$ cat config.mk
export PLATFORM = sky130hd
export DESIGN_NAME = pulse_detector_with_timeout_alarm_unit
export DESIGN_NICKNAME = d
export VERILOG_FILES = /design/src/hdl/pdta_pkg.sv /design/src/hdl/pulse_detector_with_timeout_alarm_unit.sv /design/src/hdl/pdta_cfg.sv
export SDC_FILE = /design/constraint.sdc
export NUM_CORES = 2
export LEC_CHECK = 0
export BUFFER_PORTS_ARGS = -buffer_cell sky130_fd_sc_hd__buf_2
export CAP_MARGIN = 20
export CORE_ASPECT_RATIO = 1.4
export CORE_MARGIN = 1
export CORE_UTILIZATION = 59
export DETAILED_ROUTE_END_ITERATION = 10
export GPL_ROUTABILITY_DRIVEN = 0
export GPL_TIMING_DRIVEN = 0
export PLACE_DENSITY_LB_ADDON = 0.05
export SLEW_MARGIN = 20
export SYNTH_ARGS = -nofsm -noshare
export SYNTH_HDL_FRONTEND = slang
export SYNTH_SLANG_ARGS = --single-unit
$ cat constraint.sdc
create_clock -name aclk -period 9.35 [get_ports aclk]
set_input_delay 1.87 -clock aclk [delete_from_list [all_inputs] [get_ports aclk]]
set_output_delay 1.87 -clock aclk [all_outputs]
set_load 0.1 [all_outputs]
$ cat src/hdl/pdta_pkg.sv
package pdta_pkg;

    // field widths
    localparam int unsigned TimeW   = 32;
    localparam int unsigned SampleW = 10;
    localparam int unsigned CountW  = 16;
    localparam int unsigned DelayW  = 20;
    localparam int unsigned PowerW  = 8;
    localparam int unsigned BucketW = 26;
    localparam int unsigned CfgIdxW = 3;
    localparam int unsigned CfgDataW = 20;

    // register indexes
    localparam logic [CfgIdxW-1:0] CFG_VALID_LOW     = 3'd0;
    localparam logic [CfgIdxW-1:0] CFG_VALID_HIGH    = 3'd1;
    localparam logic [CfgIdxW-1:0] CFG_PULSE_THRESH  = 3'd2;
    localparam logic [CfgIdxW-1:0] CFG_RECAL_MS      = 3'd3;
    localparam logic [CfgIdxW-1:0] CFG_MIN_INTERVAL  = 3'd4;
    localparam logic [CfgIdxW-1:0] CFG_BUZZER_DELAY  = 3'd5;
    localparam logic [CfgIdxW-1:0] CFG_BUZZER_POWER  = 3'd6;
    localparam logic [CfgIdxW-1:0] CFG_NO_BEAT_LIMIT = 3'd7;

    // timing constants
    localparam logic [TimeW-1:0]  CALIB_MS      = 32'd500;
    localparam logic [CountW-1:0] COUNT_MAX     = 16'hFFFF;

    // now / 100 == (now >> 2) * ceil(2^35 / 25) >> 35, exact for 30-bit operands
    localparam logic [30:0] BUCKET_RECIP = 31'd1374389535;
    localparam int unsigned BUCKET_SHIFT = 35;
    // x / 1000 == (x >> 3) * ceil(2^36 / 125) >> 36, exact for 29-bit operands
    localparam logic [29:0] SECOND_RECIP = 30'd549755814;
    localparam int unsigned SECOND_SHIFT = 36;
    // count / 10 == count * ceil(2^19 / 10) >> 19, exact for 16-bit operands
    localparam logic [15:0] TENTH_RECIP  = 16'd52429;
    localparam int unsigned TENTH_SHIFT  = 19;

    typedef struct packed {
        logic [SampleW-1:0] valid_low;
        logic [SampleW-1:0] valid_high;
        logic [SampleW-1:0] pulse_threshold;
        logic [CountW-1:0]  recal_interval_ms;
        logic [CountW-1:0]  min_interval_ms;
        logic [DelayW-1:0]  buzzer_delay_ms;
        logic [PowerW-1:0]  buzzer_power;
        logic [CountW-1:0]  no_beat_limit_s;
    } cfg_t;

endpackage

$ cat src/hdl/pulse_detector_with_timeout_alarm_unit.sv
// Pulse detector with no-beat alarm: takes one item per clock while the pipeline advances
// and returns one result per item (input register, bucket-index multiply, state update,
// then buzzer and alarm multiply into the result register). All stages advance together; a
// stalled result register holds the whole pipeline, so s_ready follows m_ready whenever a
// result is waiting. The detector state updates in a single stage, which is what lets
// consecutive items follow each other every cycle. Configuration writes take effect on the
// next clock and are meant to be done while no items are in flight.
module pulse_detector_with_timeout_alarm_unit import pdta_pkg::*; (
    input  logic                aclk,
    input  logic                aresetn,
    input  logic                s_valid,
    output logic                s_ready,
    input  logic [TimeW-1:0]    s_time_ms,
    input  logic [SampleW-1:0]  s_sample,
    input  logic                s_motion_status,
    output logic                m_valid,
    input  logic                m_ready,
    output logic                m_pulse,
    output logic                m_motion,
    output logic [PowerW-1:0]   m_buzzer_level,
    output logic [CountW-1:0]   m_no_beat_buckets,
    output logic                m_no_beat_alarm,
    input  logic                cfg_we,
    input  logic [CfgIdxW-1:0]  cfg_index,
    input  logic [CfgDataW-1:0] cfg_data
);

    cfg_t cfg;
    logic advance;

    pdta_cfg u_cfg (
        .aclk      (aclk),
        .aresetn   (aresetn),
        .cfg_we    (cfg_we),
        .cfg_index (cfg_index),
        .cfg_data  (cfg_data),
        .cfg       (cfg)
    );

    // stage registers
    logic               v0_reg, v1_reg, v2_reg, m_valid_reg;
    logic [TimeW-1:0]   t0_reg, t1_reg;
    logic [SampleW-1:0] smp0_reg, smp1_reg;
    logic               mot0_reg, mot1_reg;
    logic [BucketW-1:0] bucket1_reg;
    logic               pulse2_reg, motion2_reg;
    logic [CountW-1:0]  count2_reg;
    logic [TimeW-1:0]   since2_reg;
    logic               m_pulse_reg, m_motion_reg, m_alarm_reg;
    logic [PowerW-1:0]  m_level_reg;
    logic [CountW-1:0]  m_count_reg;

    // detector state
    logic [TimeW-1:0]   last_detect_reg, last_detect_next;
    logic [TimeW-1:0]   calib_start_reg, calib_start_next;
    logic               stable_reg, stable_next;
    logic               pulse_reg, pulse_next;
    logic               first_reg, first_next;
    logic [BucketW-1:0] prev_bucket_reg, prev_bucket_next;
    logic               beat_seen_reg, beat_seen_next;
    logic [CountW-1:0]  count_reg, count_next;
    logic [TimeW-1:0]   last_beat_reg, last_beat_next;
    logic               motion_next;
    logic [TimeW-1:0]   since_next;

    // whole pipeline moves when the result register is empty or being taken
    assign advance = !m_valid_reg || m_ready;
    assign s_ready = advance;

    // stage 0: input register
    always_ff @(posedge aclk) begin
        if (!aresetn) begin
            v0_reg <= 1'b0;
        end else if (advance) begin
            v0_reg <= s_valid;
        end
        if (advance && s_valid) begin
            t0_reg   <= s_time_ms;
            smp0_reg <= s_sample;
            mot0_reg <= s_motion_status;
        end
    end

    // bucket index: now / 100 through a reciprocal multiply
    logic [60:0]        bucket_prod;
    logic [BucketW-1:0] bucket0;
    assign bucket_prod = 61'(t0_reg[TimeW-1:2]) * 61'(BUCKET_RECIP);
    assign bucket0     = bucket_prod[BUCKET_SHIFT +: BucketW];

    always_ff @(posedge aclk) begin
        if (!aresetn) begin
            v1_reg <= 1'b0;
        end else if (advance) begin
            v1_reg <= v0_reg;
        end
        if (advance && v0_reg) begin
            t1_reg      <= t0_reg;
            smp1_reg    <= smp0_reg;
            mot1_reg    <= mot0_reg;
            bucket1_reg <= bucket0;
        end
    end

    // stage 1: detector and bucket state update
    logic [TimeW-1:0] since_detect, since_calib;
    logic             smp_valid, beat_tmp;

    always_comb begin
        since_detect     = t1_reg - last_detect_reg;
        since_calib      = t1_reg - calib_start_reg;
        smp_valid        = (smp1_reg > cfg.valid_low) && (smp1_reg < cfg.valid_high);
        last_detect_next = last_detect_reg;
        calib_start_next = calib_start_reg;
        stable_next      = stable_reg;
        pulse_next       = pulse_reg;
        first_next       = first_reg;

        // pulse detection
        if (!smp_valid) begin
            pulse_next = 1'b0;
        end else if (since_detect > 32'(cfg.recal_interval_ms) || first_reg) begin
            calib_start_next = t1_reg;
            last_detect_next = t1_reg;
            stable_next      = 1'b0;
            first_next       = 1'b0;
        end else if (since_calib > CALIB_MS) begin
            if (!stable_reg) begin
                stable_next = 1'b1;
            end else if (since_detect > 32'(cfg.min_interval_ms)
                         && smp1_reg > cfg.pulse_threshold) begin
                last_detect_next = t1_reg;
                pulse_next       = 1'b1;
            end else begin
                pulse_next = 1'b0;
            end
        end

        // no-beat bucket counting
        beat_tmp         = beat_seen_reg || pulse_next;
        prev_bucket_next = prev_bucket_reg;
        beat_seen_next   = beat_tmp;
        count_next       = count_reg;
        motion_next      = 1'b0;
        if (bucket1_reg != prev_bucket_reg) begin
            prev_bucket_next = bucket1_reg;
            motion_next      = mot1_reg;
            if (beat_tmp) begin
                count_next     = '0;
                beat_seen_next = 1'b0;
            end else if (count_reg != COUNT_MAX) begin
                count_next = count_reg + 16'd1;
            end
        end

        // time since the last beat
        last_beat_next = pulse_next ? t1_reg : last_beat_reg;
        since_next     = t1_reg - last_beat_next;
    end

    always_ff @(posedge aclk) begin
        if (!aresetn) begin
            last_detect_reg <= '0;
            calib_start_reg <= '0;
            stable_reg      <= 1'b0;
            pulse_reg       <= 1'b0;
            first_reg       <= 1'b1;
            prev_bucket_reg <= '0;
            beat_seen_reg   <= 1'b0;
            count_reg       <= '0;
            last_beat_reg   <= '0;
            v2_reg          <= 1'b0;
        end else if (advance) begin
            v2_reg <= v1_reg;
            if (v1_reg) begin
                last_detect_reg <= last_detect_next;
                calib_start_reg <= calib_start_next;
                stable_reg      <= stable_next;
                pulse_reg       <= pulse_next;
                first_reg       <= first_next;
                prev_bucket_reg <= prev_bucket_next;
                beat_seen_reg   <= beat_seen_next;
                count_reg       <= count_next;
                last_beat_reg   <= last_beat_next;
            end
        end
        if (advance && v1_reg) begin
            pulse2_reg  <= pulse_next;
            motion2_reg <= motion_next;
            count2_reg  <= count_next;
            since2_reg  <= since_next;
        end
    end

    // stage 2: blink phase (whole seconds odd) and alarm compare
    logic [58:0]       sec_prod;
    logic [31:0]       tenth_prod;
    logic              blink_on, buzz_on, alarm;
    logic [PowerW-1:0] level;

    assign sec_prod   = 59'(since2_reg[TimeW-1:3]) * 59'(SECOND_RECIP);
    assign blink_on   = sec_prod[SECOND_SHIFT];
    assign buzz_on    = (since2_reg > 32'(cfg.buzzer_delay_ms)) && blink_on;
    assign level      = buzz_on ? cfg.buzzer_power : '0;
    assign tenth_prod = 32'(count2_reg) * 32'(TENTH_RECIP);
    assign alarm      = 16'(tenth_prod[TENTH_SHIFT +: (32 - TENTH_SHIFT)]) > cfg.no_beat_limit_s;

    // result register
    always_ff @(posedge aclk) begin
        if (!aresetn) begin
            m_valid_reg <= 1'b0;
        end else if (advance) begin
            m_valid_reg <= v2_reg;
        end
        if (advance && v2_reg) begin
            m_pulse_reg  <= pulse2_reg;
            m_motion_reg <= motion2_reg;
            m_level_reg  <= level;
            m_count_reg  <= count2_reg;
            m_alarm_reg  <= alarm;
        end
    end

    assign m_valid           = m_valid_reg;
    assign m_pulse           = m_pulse_reg;
    assign m_motion          = m_motion_reg;
    assign m_buzzer_level    = m_level_reg;
    assign m_no_beat_buckets = m_count_reg;
    assign m_no_beat_alarm   = m_alarm_reg;

endmodule

$ cat src/hdl/pdta_cfg.sv
module pdta_cfg import pdta_pkg::*; (
    input  logic                aclk,
    input  logic                aresetn,
    input  logic                cfg_we,
    input  logic [CfgIdxW-1:0]  cfg_index,
    input  logic [CfgDataW-1:0] cfg_data,
    output cfg_t                cfg
);

    cfg_t cfg_reg;

    // register file with reset defaults
    always_ff @(posedge aclk) begin
        if (!aresetn) begin
            cfg_reg.valid_low         <= 10'd100;
            cfg_reg.valid_high        <= 10'd1000;
            cfg_reg.pulse_threshold   <= 10'd550;
            cfg_reg.recal_interval_ms <= 16'd3000;
            cfg_reg.min_interval_ms   <= 16'd300;
            cfg_reg.buzzer_delay_ms   <= 20'd10000;
            cfg_reg.buzzer_power      <= 8'd255;
            cfg_reg.no_beat_limit_s   <= 16'd10;
        end else if (cfg_we) begin
            unique case (cfg_index)
                CFG_VALID_LOW:     cfg_reg.valid_low         <= cfg_data[SampleW-1:0];
                CFG_VALID_HIGH:    cfg_reg.valid_high        <= cfg_data[SampleW-1:0];
                CFG_PULSE_THRESH:  cfg_reg.pulse_threshold   <= cfg_data[SampleW-1:0];
                CFG_RECAL_MS:      cfg_reg.recal_interval_ms <= cfg_data[CountW-1:0];
                CFG_MIN_INTERVAL:  cfg_reg.min_interval_ms   <= cfg_data[CountW-1:0];
                CFG_BUZZER_DELAY:  cfg_reg.buzzer_delay_ms   <= cfg_data[DelayW-1:0];
                CFG_BUZZER_POWER:  cfg_reg.buzzer_power      <= cfg_data[PowerW-1:0];
                CFG_NO_BEAT_LIMIT: cfg_reg.no_beat_limit_s   <= cfg_data[CountW-1:0];
                default: ;
            endcase
        end
    end

    assign cfg = cfg_reg;

endmodule

==> impl_metrics.tcl <==
set metrics [dict create \
    internal-power_mw 10.8 \
    final.period_utilization 0.988 \
    worst_path_most_repeated_cell "maj3_2" \
    clk-insertion-delay-late_ps 650 \
    drcViolationCount 0 \
    vias 37300 \
    place_area_mm2 0.0539 \
    n_antenna_cell 0 \
    first_global_vias 39500 \
    cp_top_family "compound AO/OA/AOI/OAI gates" \
    crit_path_end_kind "register" \
    io_pins 100 \
    routedWlPerCell_um 20.2 \
    pwr-share-seq 0.128 \
    die_y_um 353 \
    core_area_mm2 0.0870 \
    track_usage 0.317 \
    final.min_clock_period_ps 9240 \
    slew_viol_final 0 \
    grt_pass1_wl_um 215000 \
    post_drt_via_cell_ratio 5.50 \
    hold_class "reg -> reg" \
    path_class "reg -> reg" \
    cts_buffers 49 \
    dpl.hpwl_um 114000 \
    switching_share 0.496 \
    crit_slowest_cell "or4_1" \
    rr_startpoint "t1_reg[8]$_DFFE_PP_" \
    firstDrtPassIters 6 \
    io_buffer_count 88 \
    yosys_warnings 0 \
    path_buf_inv 3 \
    worstPathMaxFanout 10 \
    hold_slack_ps 415 \
    reg2reg_to "since2_reg[31]$_DFFE_PP_" \
    grt_start_max_net_pins 49 \
    syn-instance-count 5383 \
    synth_edf_count 189 \
    layout-drive-gt1-share 0.0548 \
    gr-usage-met3 0.0274 \
    ir_drop_uv 1170 \
    grt_overflow_total 0 \
    slew_headroom 0.345 \
    area_growth_pct 8.36 \
    required_ps 9710 \
    rrSetupSlack_ps 110 \
    worst_path_largest_cell_delay_ps 620 \
    layout_common_cells "inv_1, ha_1, fa_1" \
    dp.cells 6645 \
    holdPathEnd "m_motion$_DFFE_PP_" \
    clock_sinks 441 \
    layoutNonFillerInstCount 6776 \
    cts.clk_slew.worst_paths_ps 60 \
    busiest_layer "met2" \
    wirelength_um 137000 \
    grt_use_met1 0.343 \
    synth_area_per_cell_um2 9.63 \
    grt_antenna_before_repair 0 \
    synth_nets 6970 \
    timing_worst_slew_pin_value_ps 974 \
    start_util 0.596 \
    hold_start "motion2_reg$_SDFFCE_PP0P_" \
    fmax_ghz 0.108 \
    rows 128 \
    cts_htree_levels 2 \
    netSwitchingPower_mw 10.6 \
    finalHoldViolCount 0 \
    ctsHoldBuffers 0 \
    layout_commonest_cell "inv_1" \
    nets 7152 \
    combinationalPowerShare 0.778 \
    largest_reg_flops 106 \
    r2r_cells 31 \
    setup_viol 0 \
    fin_skew_ps 52.2 \
    yosysSeqAreaShare 0.207 \
    antenna_left 0 \
    synth-main-ff-cell "dfxtp_1" \
    p_leak_nw 27.3 \
    use_met2 0.593 \
    drt_iter0_drc 1845 \
    yosysUniqueCellTypes 88 \
    die_x_um 253 \
    cts-root-buf "clkbuf_16" \
    status "finished, final reports clean" \
    max-cap-violations 0 \
    clkPwrFrac 0.095 \
    cp-start-kind "register" \
    clockBufferDepth 3 \
    async_reset_ff_frac 0 \
    fillers 7374 \
    cp.arrival_ps 9600 \
    synth-seq-cells 441 \
    stdcell_area_mm2 0.0562 \
    hold_path_depth 0 \
    syn_area_mm2 0.0519 \
    die_area_mm2 0.0891 \
    cts_tree "done" \
    cellPowerDensity_mw_per_mm2 381 \
]
[timing repair]
item	4_1_cts	5_1_grt
cloned	0	2
pin swaps	16	32
endpoints found under the setup margin	22	17
gates resized for setup	49	33
buffers inserted	17	23
endpoints found under the hold margin	0	0
[through the flow]
step,utilization,total power [mW],setup slack (ps),setup TNS (ps)
floorplan,-,14.7,140,0
global placement,0.618,19.0,-2390,-31620
detailed placement,0.620,19.3,-2370,-30750
CTS,0.643,21.5,9.78,0
global route,0.646,23.9,-52.8,-52.8
finish,0.646,21.4,108,0
[power by group through the flow]
stage          clock, mW  sequential, mW  combinational (mW)
2_1_floorplan          0            2.84                11.8
3_3_place_gp           0            2.77                16.2
3_5_place_dp           0            2.78                16.5
4_1_cts             2.08            2.73                16.7
5_1_grt             2.14            2.75                19.0
6_report            2.03            2.73                16.6
[layer usage]
layer / wire length (um) / up-vias / part of all wire
met2: 72300 / 862 / 0.53
met4: 9940 / 0 / 0.073
li1: - / 17800 / -
met3: 4150 / 365 / 0.030
met1: 50400 / 18200 / 0.37
met5: 0 / - / 0
[cells in the mapped netlist, types with 65 or more instances]
cell type / count / area, um2
a21o_1: 65 / 488
edfxtp_1: 189 / 5680
xnor2_1: 102 / 893
a21boi_0: 148 / 1110
mux2i_1: 68 / 681
nor2_1: 158 / 593
ha_1: 894 / 11200
o21ai_0: 130 / 651
clkbuf_1: 102 / 383
dfxtp_1: 252 / 5040
inv_1: 1267 / 4760
nor2b_1: 102 / 638
a21oi_1: 169 / 846
nand2_1: 446 / 1670
fa_1: 622 / 12500
[kinds of logic after synthesis]
logic type | Yosys count | share of synthesized area
adders and majority gates | 1524 | 0.457
and+or+nand+nor | 1045 | 0.0959
muxes | 73 | 0.0142
xor gates and xnor gates | 154 | 0.0260
AOI/OAI and AO/OA | 765 | 0.0992
buffers and inverters | 1381 | 0.101
DFF | 441 | 0.207
[worst max path at each step]
| stage | startpoint | end | slack, ps | depth (start not counted) |
|---|---|---|---|---|
| global placement | t1_reg[8]$_DFFE_PP_ | since2_reg[31]$_DFFE_PP_ | -2390 | 39 |
| detailed placement | t1_reg[8]$_DFFE_PP_ | since2_reg[31]$_DFFE_PP_ | -2370 | 39 |
| finish | t1_reg[8]$_DFFE_PP_ | since2_reg[31]$_DFFE_PP_ | 110 | 31 |
| floorplan | t1_reg[8]$_DFFE_PP_ | since2_reg[31]$_DFFE_PP_ | 140 | 39 |
| CTS | t1_reg[1]$_DFFE_PP_ | since2_reg[30]$_DFFE_PP_ | 10 | 40 |
| global route | t1_reg[1]$_DFFE_PP_ | since2_reg[31]$_DFFE_PP_ | -50 | 37 |
[cell type report]
class	count	area, um2	area share
clock buffers	72	1460	0.0259
inverters	1268	4780	0.0850
clock inverters	20	245	0.00436
multi-input cells	3561	36200	0.644
plain buffers	110	492	0.00875
flip-flops and latches	441	10700	0.191
well taps	1170	1460	0.0261
repair inverters	1	8.76	0.000156
repair buffers	133	855	0.0152
[worst reg2reg max path: cells and delay by family (launching register included)]
| kind | cells | cell delay, ps |
|---|---|---|
| flip-flops | 1 | 480 |
| AND/OR/NAND/NOR | 6 | 2090 |
| AO/OA/AOI/OAI | 16 | 4310 |
| buffers and inverters | 3 | 480 |
| multiplexers | 1 | 250 |
| adder cells (fa/ha/maj) | 5 | 1350 |
(Power assumes the default switching activity.)
